--- src/design/rmv_pkg.sv ---
// ---------------------------------------------------------------------------
// rmv_pkg
// Shared types and constants of the running mean and variance block.
// ---------------------------------------------------------------------------
package rmv_pkg;

   // default parameter values
   localparam int SAMPLE_BITS_DEF   = 16;
   localparam int FRACTION_BITS_DEF = 16;
   localparam int COUNT_BITS_DEF    = 32;

   // fixed widths of the statistics and the result fields
   localparam int WIDE_BITS      = 64;
   localparam int SQ_IN_BITS     = 32;
   localparam int VAR_BITS       = 48;
   localparam int COUNT_OUT_BITS = 32;
   localparam int MEAN_OUT_BITS  = 32;

   // controller states
   typedef enum logic [3:0] {
      ST_IDLE,
      ST_DELTA,
      ST_MEAN_DIV,
      ST_MEAN_WAIT,
      ST_SQ_DIV,
      ST_SQ_WAIT,
      ST_VAR_DIV,
      ST_VAR_WAIT,
      ST_OUT
   } state_type;

   // which operand goes to the divider
   typedef enum logic [1:0] {
      DIV_MEAN,
      DIV_SQ,
      DIV_VAR
   } div_sel_type;

   // commands from controller to datapath
   typedef struct packed {
      logic        load;
      logic        delta;
      logic        square;
      logic        div_start;
      div_sel_type div_sel;
      logic        upd_mean;
      logic        upd_sum;
      logic        upd_var;
      logic        load_out;
   } ctrl_cmd_type;

endpackage

--- src/design/rmv_div.sv ---
// ---------------------------------------------------------------------------
// rmv_div
// Iterative restoring divider, one quotient bit per cycle.
// ---------------------------------------------------------------------------
module rmv_div #(
   parameter int DVD_BITS = rmv_pkg::WIDE_BITS,
   parameter int DVS_BITS = rmv_pkg::COUNT_BITS_DEF
) (
   input  logic                clock,
   input  logic                reset,
   input  logic                start,
   input  logic [DVD_BITS-1:0] dividend,
   input  logic [DVS_BITS-1:0] divisor,
   output logic                done,
   output logic [DVD_BITS-1:0] quotient,
   output logic [DVS_BITS-1:0] remainder
);

   localparam int CNT_BITS = $clog2(DVD_BITS);

   logic                busy_ff, busy_in;
   logic                done_ff, done_in;
   logic [CNT_BITS-1:0] cnt_ff, cnt_in;
   logic [DVD_BITS-1:0] quo_ff, quo_in;
   logic [DVS_BITS-1:0] rem_ff, rem_in;
   logic [DVS_BITS-1:0] dvs_ff, dvs_in;
   logic [DVS_BITS:0]   rem_shift;
   logic [DVS_BITS:0]   rem_diff;
   logic                fits;

   // one compare and subtract step
   always_comb begin
      rem_shift = {rem_ff, quo_ff[DVD_BITS-1]};
      fits      = rem_shift >= {1'b0, dvs_ff};
      rem_diff  = rem_shift - {1'b0, dvs_ff};
   end

   // load on start, then shift one quotient bit in per cycle
   always_comb begin
      busy_in = busy_ff;
      done_in = 1'b0;
      cnt_in  = cnt_ff;
      quo_in  = quo_ff;
      rem_in  = rem_ff;
      dvs_in  = dvs_ff;
      if (start) begin
         busy_in = 1'b1;
         cnt_in  = CNT_BITS'(DVD_BITS - 1);
         quo_in  = dividend;
         rem_in  = '0;
         dvs_in  = divisor;
      end else if (busy_ff) begin
         quo_in = {quo_ff[DVD_BITS-2:0], fits};
         rem_in = fits ? rem_diff[DVS_BITS-1:0] : rem_shift[DVS_BITS-1:0];
         cnt_in = cnt_ff - 1'b1;
         if (cnt_ff == '0) begin
            busy_in = 1'b0;
            done_in = 1'b1;
         end
      end
   end

   always_ff @(posedge clock) begin
      if (reset) begin
         busy_ff <= 1'b0;
         done_ff <= 1'b0;
         cnt_ff  <= '0;
      end else begin
         busy_ff <= busy_in;
         done_ff <= done_in;
         cnt_ff  <= cnt_in;
      end
   end

   always_ff @(posedge clock) begin
      quo_ff <= quo_in;
      rem_ff <= rem_in;
      dvs_ff <= dvs_in;
   end

   assign done      = done_ff;
   assign quotient  = quo_ff;
   assign remainder = rem_ff;

endmodule

--- src/design/rmv_datapath.sv ---
// ---------------------------------------------------------------------------
// rmv_datapath
// Statistics registers, delta and square logic, shared divider and the
// result register.
// ---------------------------------------------------------------------------
module rmv_datapath #(
   parameter int SAMPLE_BITS   = rmv_pkg::SAMPLE_BITS_DEF,
   parameter int FRACTION_BITS = rmv_pkg::FRACTION_BITS_DEF,
   parameter int COUNT_BITS    = rmv_pkg::COUNT_BITS_DEF
) (
   input  logic                                clock,
   input  logic                                reset,
   input  rmv_pkg::ctrl_cmd_type               cmd,
   output logic                                div_done,
   input  logic [SAMPLE_BITS-1:0]              req_sample,
   output logic [rmv_pkg::COUNT_OUT_BITS-1:0]  rsp_count,
   output logic [rmv_pkg::MEAN_OUT_BITS-1:0]   rsp_mean,
   output logic [rmv_pkg::VAR_BITS-1:0]        rsp_variance
);

   import rmv_pkg::*;

   localparam int MEAN_BITS = SAMPLE_BITS + FRACTION_BITS;

   logic [MEAN_BITS-1:0]      sample_ff;
   logic [COUNT_BITS-1:0]     count_ff, count_in;
   logic                      first_ff, first_in;
   logic [MEAN_BITS-1:0]      mean_ff, mean_in;
   logic [WIDE_BITS-1:0]      sum_ff, sum_in;
   logic                      up_ff;
   logic [MEAN_BITS-1:0]      d_ff;
   logic [WIDE_BITS-1:0]      sq_ff;
   logic [VAR_BITS-1:0]       var_ff;
   logic [COUNT_OUT_BITS-1:0] out_count_ff;
   logic [MEAN_OUT_BITS-1:0]  out_mean_ff;
   logic [VAR_BITS-1:0]       out_var_ff;

   logic                      up_in;
   logic [MEAN_BITS-1:0]      d_in;
   logic [WIDE_BITS-1:0]      d_wide;
   logic [SQ_IN_BITS-1:0]     d_low;
   logic [WIDE_BITS-1:0]      sq_in;
   logic [WIDE_BITS-1:0]      div_dividend;
   logic [WIDE_BITS-1:0]      div_quo;
   logic [COUNT_BITS-1:0]     div_rem;
   logic [MEAN_BITS-1:0]      mean_step;
   logic [WIDE_BITS-1:0]      sq_ceil;
   logic [WIDE_BITS-1:0]      term;
   logic [WIDE_BITS:0]        sum_add;
   logic [VAR_BITS-1:0]       var_in;
   logic [WIDE_BITS-1:0]      mean_wide;
   logic [WIDE_BITS-1:0]      count_wide;

   // saturating count and first-sample flag
   always_comb begin
      count_in = count_ff;
      first_in = first_ff;
      if (cmd.load) begin
         first_in = count_ff == '0;
         if (count_ff != '1) begin
            count_in = count_ff + 1'b1;
         end
      end
   end

   // signed difference as magnitude and direction
   always_comb begin
      up_in = sample_ff >= mean_ff;
      d_in  = up_in ? (sample_ff - mean_ff) : (mean_ff - sample_ff);
   end

   // square of the magnitude, saturating when it exceeds the multiplier
   always_comb begin
      d_wide = WIDE_BITS'(d_ff);
      d_low  = d_wide[SQ_IN_BITS-1:0];
      if (d_wide[WIDE_BITS-1:SQ_IN_BITS] != '0) begin
         sq_in = '1;
      end else begin
         sq_in = WIDE_BITS'(d_low) * WIDE_BITS'(d_low);
      end
   end

   // pick the divider operand
   always_comb begin
      unique case (cmd.div_sel)
         DIV_MEAN: div_dividend = WIDE_BITS'(d_ff);
         DIV_SQ:   div_dividend = sq_ff;
         DIV_VAR:  div_dividend = sum_ff;
         default:  div_dividend = sum_ff;
      endcase
   end

   rmv_div #(
      .DVD_BITS (WIDE_BITS),
      .DVS_BITS (COUNT_BITS)
   ) u_div (
      .clock     (clock),
      .reset     (reset),
      .start     (cmd.div_start),
      .dividend  (div_dividend),
      .divisor   (count_ff),
      .done      (div_done),
      .quotient  (div_quo),
      .remainder (div_rem)
   );

   // mean update: first sample sets it, later ones move it by delta/k
   always_comb begin
      mean_step = div_quo[MEAN_BITS-1:0];
      mean_in   = mean_ff;
      if (cmd.upd_mean) begin
         if (first_ff) begin
            mean_in = sample_ff;
         end else if (up_ff) begin
            mean_in = mean_ff + mean_step;
         end else begin
            mean_in = mean_ff - mean_step;
         end
      end
   end

   // sum update: first sample clears it, later ones add floor((d*d - ceil(d*d/k)) / 2^F), saturating
   always_comb begin
      sq_ceil = div_quo + WIDE_BITS'(div_rem != '0);
      term    = (sq_ff - sq_ceil) >> FRACTION_BITS;
      sum_add = {1'b0, sum_ff} + {1'b0, term};
      sum_in  = sum_ff;
      if (cmd.upd_sum) begin
         if (first_ff) begin
            sum_in = '0;
         end else if (sum_add[WIDE_BITS]) begin
            sum_in = '1;
         end else begin
            sum_in = sum_add[WIDE_BITS-1:0];
         end
      end
   end

   // variance, saturating
   always_comb begin
      if (div_quo[WIDE_BITS-1:VAR_BITS] != '0) begin
         var_in = '1;
      end else begin
         var_in = div_quo[VAR_BITS-1:0];
      end
   end

   always_comb begin
      mean_wide  = WIDE_BITS'(mean_ff);
      count_wide = WIDE_BITS'(count_ff);
   end

   // statistics state
   always_ff @(posedge clock) begin
      if (reset) begin
         count_ff <= '0;
         first_ff <= 1'b0;
         mean_ff  <= '0;
         sum_ff   <= '0;
      end else begin
         count_ff <= count_in;
         first_ff <= first_in;
         mean_ff  <= mean_in;
         sum_ff   <= sum_in;
      end
   end

   // working and result registers
   always_ff @(posedge clock) begin
      if (cmd.load) begin
         sample_ff <= {req_sample, FRACTION_BITS'(0)};
      end
      if (cmd.delta) begin
         up_ff <= up_in;
         d_ff  <= d_in;
      end
      if (cmd.square) begin
         sq_ff <= sq_in;
      end
      if (cmd.upd_var) begin
         var_ff <= var_in;
      end
      if (cmd.load_out) begin
         out_count_ff <= count_wide[COUNT_OUT_BITS-1:0];
         out_mean_ff  <= mean_wide[MEAN_OUT_BITS-1:0];
         out_var_ff   <= var_ff;
      end
   end

   assign rsp_count    = out_count_ff;
   assign rsp_mean     = out_mean_ff;
   assign rsp_variance = out_var_ff;

endmodule

--- src/design/rmv_ctrl.sv ---
// ---------------------------------------------------------------------------
// rmv_ctrl
// Sequencer: steps one item through delta, three divisions and the
// result register, and owns both handshakes.
// ---------------------------------------------------------------------------
module rmv_ctrl (
   input  logic                  clock,
   input  logic                  reset,
   input  logic                  req_valid,
   output logic                  req_stall,
   output logic                  rsp_valid,
   input  logic                  rsp_stall,
   input  logic                  div_done,
   output rmv_pkg::ctrl_cmd_type cmd
);

   import rmv_pkg::*;

   state_type state_ff, state_in;
   logic      rsp_valid_ff, rsp_valid_in;
   logic      out_free;

   assign out_free = !rsp_valid_ff || !rsp_stall;

   // next state and commands
   always_comb begin
      state_in     = state_ff;
      cmd          = '0;
      cmd.div_sel  = DIV_MEAN;
      rsp_valid_in = rsp_valid_ff && rsp_stall;
      unique case (state_ff)
         ST_IDLE: begin
            if (req_valid) begin
               cmd.load = 1'b1;
               state_in = ST_DELTA;
            end
         end
         ST_DELTA: begin
            cmd.delta = 1'b1;
            state_in  = ST_MEAN_DIV;
         end
         ST_MEAN_DIV: begin
            cmd.div_start = 1'b1;
            cmd.div_sel   = DIV_MEAN;
            cmd.square    = 1'b1;
            state_in      = ST_MEAN_WAIT;
         end
         ST_MEAN_WAIT: begin
            if (div_done) begin
               cmd.upd_mean = 1'b1;
               state_in     = ST_SQ_DIV;
            end
         end
         ST_SQ_DIV: begin
            cmd.div_start = 1'b1;
            cmd.div_sel   = DIV_SQ;
            state_in      = ST_SQ_WAIT;
         end
         ST_SQ_WAIT: begin
            if (div_done) begin
               cmd.upd_sum = 1'b1;
               state_in    = ST_VAR_DIV;
            end
         end
         ST_VAR_DIV: begin
            cmd.div_start = 1'b1;
            cmd.div_sel   = DIV_VAR;
            state_in      = ST_VAR_WAIT;
         end
         ST_VAR_WAIT: begin
            if (div_done) begin
               cmd.upd_var = 1'b1;
               state_in    = ST_OUT;
            end
         end
         ST_OUT: begin
            // hold until the result register is free
            if (out_free) begin
               cmd.load_out = 1'b1;
               rsp_valid_in = 1'b1;
               state_in     = ST_IDLE;
            end
         end
         default: begin
            state_in = ST_IDLE;
         end
      endcase
   end

   always_ff @(posedge clock) begin
      if (reset) begin
         state_ff     <= ST_IDLE;
         rsp_valid_ff <= 1'b0;
      end else begin
         state_ff     <= state_in;
         rsp_valid_ff <= rsp_valid_in;
      end
   end

   assign req_stall = state_ff != ST_IDLE;
   assign rsp_valid = rsp_valid_ff;

endmodule

--- src/design/running_mean_variance.sv ---
// ---------------------------------------------------------------------------
// running_mean_variance
// Welford running count, mean and population variance of a sample stream.
// ---------------------------------------------------------------------------
//
//   channel   ports                                     direction
//   request   req_valid, req_stall, req_sample          in
//   response  rsp_valid, rsp_stall, rsp_count,          out
//             rsp_mean, rsp_variance
//
// Each item passes accept, delta, then three 64-step divisions by the
// count (delta/k, square/k, sum/k), run one after another on a single
// one-bit-per-cycle restoring divider, each with a divider start and a
// step to take the quotient, and last the result load.
// One item is in work at a time; the next one is taken while the result
// register still waits for the consumer.
// Reset clears the count, mean, sum and both handshakes.
// A stalled response holds; a finished item waits until the result
// register frees.
// ---------------------------------------------------------------------------
module running_mean_variance #(
   parameter int SAMPLE_BITS   = rmv_pkg::SAMPLE_BITS_DEF,
   parameter int FRACTION_BITS = rmv_pkg::FRACTION_BITS_DEF,
   parameter int COUNT_BITS    = rmv_pkg::COUNT_BITS_DEF
) (
   input  logic                               clock,
   input  logic                               reset,
   input  logic                               req_valid,
   output logic                               req_stall,
   input  logic [SAMPLE_BITS-1:0]             req_sample,
   output logic                               rsp_valid,
   input  logic                               rsp_stall,
   output logic [rmv_pkg::COUNT_OUT_BITS-1:0] rsp_count,
   output logic [rmv_pkg::MEAN_OUT_BITS-1:0]  rsp_mean,
   output logic [rmv_pkg::VAR_BITS-1:0]       rsp_variance
);

   import rmv_pkg::*;

   ctrl_cmd_type cmd;
   logic         div_done;

   rmv_ctrl u_ctrl (
      .clock     (clock),
      .reset     (reset),
      .req_valid (req_valid),
      .req_stall (req_stall),
      .rsp_valid (rsp_valid),
      .rsp_stall (rsp_stall),
      .div_done  (div_done),
      .cmd       (cmd)
   );

   rmv_datapath #(
      .SAMPLE_BITS   (SAMPLE_BITS),
      .FRACTION_BITS (FRACTION_BITS),
      .COUNT_BITS    (COUNT_BITS)
   ) u_datapath (
      .clock        (clock),
      .reset        (reset),
      .cmd          (cmd),
      .div_done     (div_done),
      .req_sample   (req_sample),
      .rsp_count    (rsp_count),
      .rsp_mean     (rsp_mean),
      .rsp_variance (rsp_variance)
   );

endmodule

--- config.mk ---
export PLATFORM = sky130hd
export DESIGN_NAME = running_mean_variance
export DESIGN_NICKNAME = d
export VERILOG_FILES = /design/src/design/rmv_pkg.sv /design/src/design/rmv_div.sv /design/src/design/rmv_datapath.sv /design/src/design/rmv_ctrl.sv /design/src/design/running_mean_variance.sv
export SDC_FILE = /design/constraint.sdc
export NUM_CORES = 2
export LEC_CHECK = 0
export BUFFER_PORTS_ARGS = -buffer_cell sky130_fd_sc_hd__buf_2
export CAP_MARGIN = 20
export CORE_MARGIN = 3
export CORE_UTILIZATION = 51
export DETAILED_ROUTE_END_ITERATION = 7
export GPL_TIMING_DRIVEN = 0
export PLACE_DENSITY = 0.79
export SLEW_MARGIN = 20
export SYNTH_ARGS = -nofsm -noshare
export SYNTH_HDL_FRONTEND = slang
export SYNTH_SLANG_ARGS = --single-unit
--- constraint.sdc ---
create_clock -name clock -period 7.31 [get_ports clock]
set_input_delay 0 -clock clock [delete_from_list [all_inputs] [get_ports clock]]
set_output_delay 0 -clock clock [all_outputs]
set_load 0.02 [all_outputs]
* Word level (Yosys, flattened, before mapping)
Cells that the tools add are included.
Cells by class: $add $sub $neg 10, multiply operators 1, order comparisons 2, equal/unequal tests 15, muxes and demuxes 34, bitwise logic cells 1, reductions and logical operators 15
Operators with widths (count):
- 64-bit two-way mux | 4
- 32-bit two-way mux | 4
- 64-bit case mux with 2 select lines | 1
- 32-bit subtractor | 4
- 64-bit by 48-bit adder with 65-bit output | 1
- 64-bit by 1-bit adder with 64-bit output | 1
- 32-bit by 32-bit multiplier with 64-bit output | 1
- 64-bit subtractor | 1
- 4-bit case mux with 9 select lines | 1
- 33-bit by 32-bit greater-or-equal comparator with 1-bit output | 1
- 32-bit by 1-bit adder with 32-bit output (second input constant) | 1
- 32-bit adder | 1
- 32-bit greater-or-equal comparator | 1
- 32-bit logical NOT | 1
- 32-bit != test (second input constant) | 1
- 32-bit nonzero test | 1
- 4-bit two-way mux | 5
- 4-bit by 3-bit equality test with 1-bit output (second input constant) | 4
- 1-bit two-way mux | 16
- 16-bit nonzero test | 1
- 6-bit two-way mux | 2
- 3-bit case mux with 3 select lines | 1
- 4-bit by 2-bit equality test with 1-bit output (second input constant) | 2
- 2-bit by 1-bit != test with 1-bit output (second input constant) | 4
- 17 further kinds | 18
Storage, ports and cells: flip-flop bits (word level) 543, output and inout bits 114, word-level logic and storage cells 98

* Depth between registers and ports, before layout
word-level depth 6, gate-level depth with buffers 32

* Cells and area by module
Synthesis repeated with hierarchy kept, for this count alone.
Unflattened totals: cell total of the unflattened synthesis 6696, area total of the unflattened synthesis 62884.1 µm²
Modules (own cells, without submodules):
- rmv_datapath | instances 1, cells each 6009, area an instance 55295.5 µm², seq. area each 10750.3 µm²
- rmv_div | instances 1, cells each 647, area an instance 7235.7 µm², seq. area each 3683.5 µm²
- rmv_ctrl | instances 1, cells each 40, area an instance 352.8 µm², seq. area each 100.1 µm²

* Least setup slack after synthesis
No wires, ideal clock.
path kind register to register, start point reg u_datapath.d_ff[2], end point reg u_datapath.sq_ff[62] (data pin), library setup time 260 ps, arrival 7548 ps, data required time 7050 ps, setup slack -498 ps, cell stages (with the launch flop) 29, buffers on the path 2, period minus slack after synthesis 7808 ps, cell sequence edfxtp_1 clkbuf_1 clkbuf_1 nand2_1 fa_1 inv_1 ha_1 xnor2_1 fa_1 fa_1 inv_1 fa_1 inv_1 fa_1 fa_1 fa_1 inv_1 ha_1 a21oi_1 o21ai_1 nand2b_1 a221oi_1 o21ai_0 and3_1 a221o_1 a41oi_2 o21ai_1 a221oi_2 xnor2_1
On the way: word-level cells in the longest chain between the ends 1
RTL lines:
- from (decl) | line rmv_datapath.sv:31 | logic [MEAN_BITS-1:0] d_ff;
- from (signal assigned) | line rmv_datapath.sv:175 | d_ff <= d_in;
- 32-bit by 32-bit multiplier with 64-bit output | line rmv_datapath.sv:79 | sq_in = WIDE_BITS'(d_low) * WIDE_BITS'(d_low);
- via u_datapath.sq_in[62] | line rmv_datapath.sv:42 | logic [WIDE_BITS-1:0] sq_in;
- to (signal assigned) | line rmv_datapath.sv:178 | sq_ff <= sq_in;
- to (decl) | line rmv_datapath.sv:32 | logic [WIDE_BITS-1:0] sq_ff;
The timed path passes the listed nets, and every way through them passes these cells. A chain may end at the register's enable or synchronous reset.

* Worst setup path in the final report
start point reg u_datapath.d_ff[10], end point reg u_datapath.sq_ff[62] (data pin)
The elaborated chain is that of the path after synthesis.

==> run metrics <==
status=finished with violations; violated checks=design-rule violations, negative setup slack; Worst Path Max Fanout=6; Port Buffer Count=133; CTS max path bufs=3; flop-to-flop setup slack=-830 ps; clk_skew=47.38 ps; Post-Syn Nets=7963; final hold viol count=0; placer congestion estimate=1.026; WP buf/inv=6; Inst Count DP=8344; Area Growth Syn to Fin=13.52%; Via density=5.801; Die Span Y=354.4 µm; DRC=8; ranking of synthesized cells by area=fa_1, edfxtp_1, ha_1; critical path endpoint category=register; HP Start=req_sample[14]; dpl ws=-2208 ps; worst hold stages=2; critical path arrival=8510 ps; Critical R2R Launch=u_datapath.d_ff[10]$_DFFE_PP_; Setup crit start=u_datapath.d_ff[10]$_DFFE_PP_; Top Family by Delay on Critical Path=adder cells; capturing point of the worst reg2reg path=u_datapath.sq_ff[62]$_DFFE_PP_; area share of the largest cell type after synthesis=0.2583; Worst path max stage delay=670 ps; largest net degree at the start of global routing=53; Synth cell types=87; row count=127; TritonRoute pass-1 iters=8; R2R depth=25; total die area=125600 µm²; Worst Tran Pin Value=1287 ps; setup ws final=-827.2 ps; first-pass GRT wire length=303200 µm; critical path class=reg -> reg; Die X=354.4 µm; vias in the first global route=50.08k; GRT Total Usage=0.3183; clk sinks=542; Post-synth ARST share=0; CTS Root Cell=clkbuf_16; Non-Filler Instances=8616; Via Count=49.98k; Rel. slew slack=0.1421; starting density of the core=0.5148; sequential area share after synthesis=0.2347; Final #Nets=8334; mean post-synth cell area=9.412 µm²; share of cells above drive strength 1=0.1195; Hold/Removal Path Class=in -> reg; synthesis-stage register bit count=542; Setup-failing EPs final=33; GR Overflow Total=0; Std-Cell Core Area=120300 µm²; CTS Buf Count=54; initial DRC count=5063; initial antenna violation count=2; Synth Warn #=0; Tcrit/Tclk final=1.113; RSZ-0062 raised after global routing=true; Detail Route Antenna Nets=0; mapped cell area=61920 µm²; Layout Utilization=0.5843; CTS tree=built; Post-synth EDFFs=368; Top-Level Pins=134; Slew Viols, Final=0; most frequent cells after synthesis=inv_1, fa_1, nand2_1, ha_1, edfxtp_1; biggest area consumer among synthesized cells=fa_1; clk slew on worst S/H paths=60 ps; Synth Flop Type=edfxtp_1; count leader, synth=inv_1; most used cell, CP=fa_1; clock latency at the later pin of the worst-skew pair=650 ps; critical path startpoint category=register; Min-Delay Endpoint=u_datapath.sample_ff[30]$_DFFE_PP_; Detail Placement HPWL=159400 µm; Tmin final=8137 ps; CP required=7680 ps; routed len/inst=23.58 µm; H-tree levels=2; Max Cap Viol=0; wirelength, routed=203200 µm; Syn Inst Count=6579; worst-path cell with the longest stage delay=fa_2; f_max=122.9 MHz
layout by cell type, fill, tap and decap left out, types with 41 or more instances in the layout:
master and count:
inv_1 1316, o21ai_0 198, clkbuf_1 120, nor3_1 50, and2_1 225, nand4_1 50
a211oi_1 43, and3_1 41, buf_4 138, xor2_1 135, clkbuf_16 65, nand2_1 575
nand3_1 78, or2_2 54, nor2_1 267, edfxtp_1 368, buf_6 41, a21oi_1 292
a31oi_1 56, ha_1 542, buf_2 146, xnor2_1 189, a21o_1 190, fa_1 761
dfxtp_1 174
registers in the layout (all words and copies together) (netlist names):
signal	flops
u_ctrl.rsp_valid	1
u_ctrl.state_ff	4
u_datapath.count_ff	32
u_datapath.d_ff	32
u_datapath.first_ff	1
u_datapath.mean_ff	32
u_datapath.rsp_count	32
u_datapath.rsp_mean	32
u_datapath.rsp_variance	48
u_datapath.sample_ff	16
u_datapath.sq_ff	63
u_datapath.sum_ff	64
u_datapath.u_div.busy_ff	1
u_datapath.u_div.cnt_ff	6
u_datapath.u_div.done	1
u_datapath.u_div.dvs_ff	32
u_datapath.u_div.quotient	64
u_datapath.u_div.remainder	32
u_datapath.up_ff	1
u_datapath.var_ff	48
timing repair:
item | CTS | global route
gates resized for setup | 242 | 317
endpoints found under the setup margin | 112 | 108
pin swaps | 39 | 96
gates cloned | 0 | 0
endpoints found under the hold margin | 48 | 0
setup buffers | 104 | 69
hold buffers | 19 | 0
worst max path at each step:
stage / slack, ps / endpoint / depth (start not counted)
after floorplan: -80 / u_datapath.sq_ff[62]$_DFFE_PP_ / 29
after global routing: -990 / u_datapath.sq_ff[62]$_DFFE_PP_ / 26
after global placement: -2260 / u_datapath.sq_ff[63]$_DFFE_PP_ / 26
after CTS: -980 / u_datapath.sq_ff[62]$_DFFE_PP_ / 29
final: -830 / u_datapath.sq_ff[62]$_DFFE_PP_ / 25
after detailed placement: -2210 / u_datapath.sq_ff[63]$_DFFE_PP_ / 27
stage by stage:
| step | area, µm² | TNS [ps] | hold WS [ps] |
|---|---|---|---|
| 5_1_grt | 70270 | -20650 | 67.76 |
| 4_1_cts | 68840 | -19330 | 33.27 |
| 6_report | 70290 | -15710 | 68.29 |
| 3_3_place_gp | 64840 | -299520 | 177.9 |
| 3_5_place_dp | 65210 | -89740 | 178.9 |
| 2_1_floorplan | 62150 | -140.1 | 98.87 |
worst register-to-register path: cells and delay by family, from the launching register on:
kind | cells | cell delay [ps]
flip-flops | 1 | 510
AND/OR/NAND/NOR | 2 | 350
buffers and inverters | 6 | 590
XOR/XNOR | 1 | 120
AO/OA/AOI/OAI | 7 | 1740
adder cells (fa/ha/maj) | 9 | 4560
area by class of cell:
| type | count | area, µm² |
|---|---|---|
| Sequential cell | 542 | 14530 |
| Multi-Input combinational cell | 4447 | 42480 |
| Timing Repair Buffer | 334 | 2638 |
| Fill cell | 10119 | 50000 |
| Clock inverter | 24 | 285.3 |
| Antenna cell | 9 | 22.52 |
| Clock buffer | 77 | 1574 |
| Inverter | 1347 | 5104 |
| Buffer | 224 | 1634 |
| Tap cell | 1612 | 2017 |
per-layer routing:
layer	vias to the layer above	share of wire	track usage
met3	671	0.11	0.07435
met4	0	0.067	0.1714
li1	22100	-	-
met5	-	0	0
met1	24300	0.38	0.4174
met2	2911	0.44	0.4903
kinds of logic after synthesis:
family | after synthesis | synth area share
buffers and inverters | 1590 | 0.09679
and+or+nand+nor | 1580 | 0.1230
adders and majority gates | 1364 | 0.3725
AOI/OAI and AO/OA | 1130 | 0.1193
DFF | 542 | 0.2347
xor gates and xnor gates | 333 | 0.04710
muxes | 40 | 0.006608
Power is not shown: default switching activity piles up to over one toggle a cycle in this logic, so the estimate is an artifact.
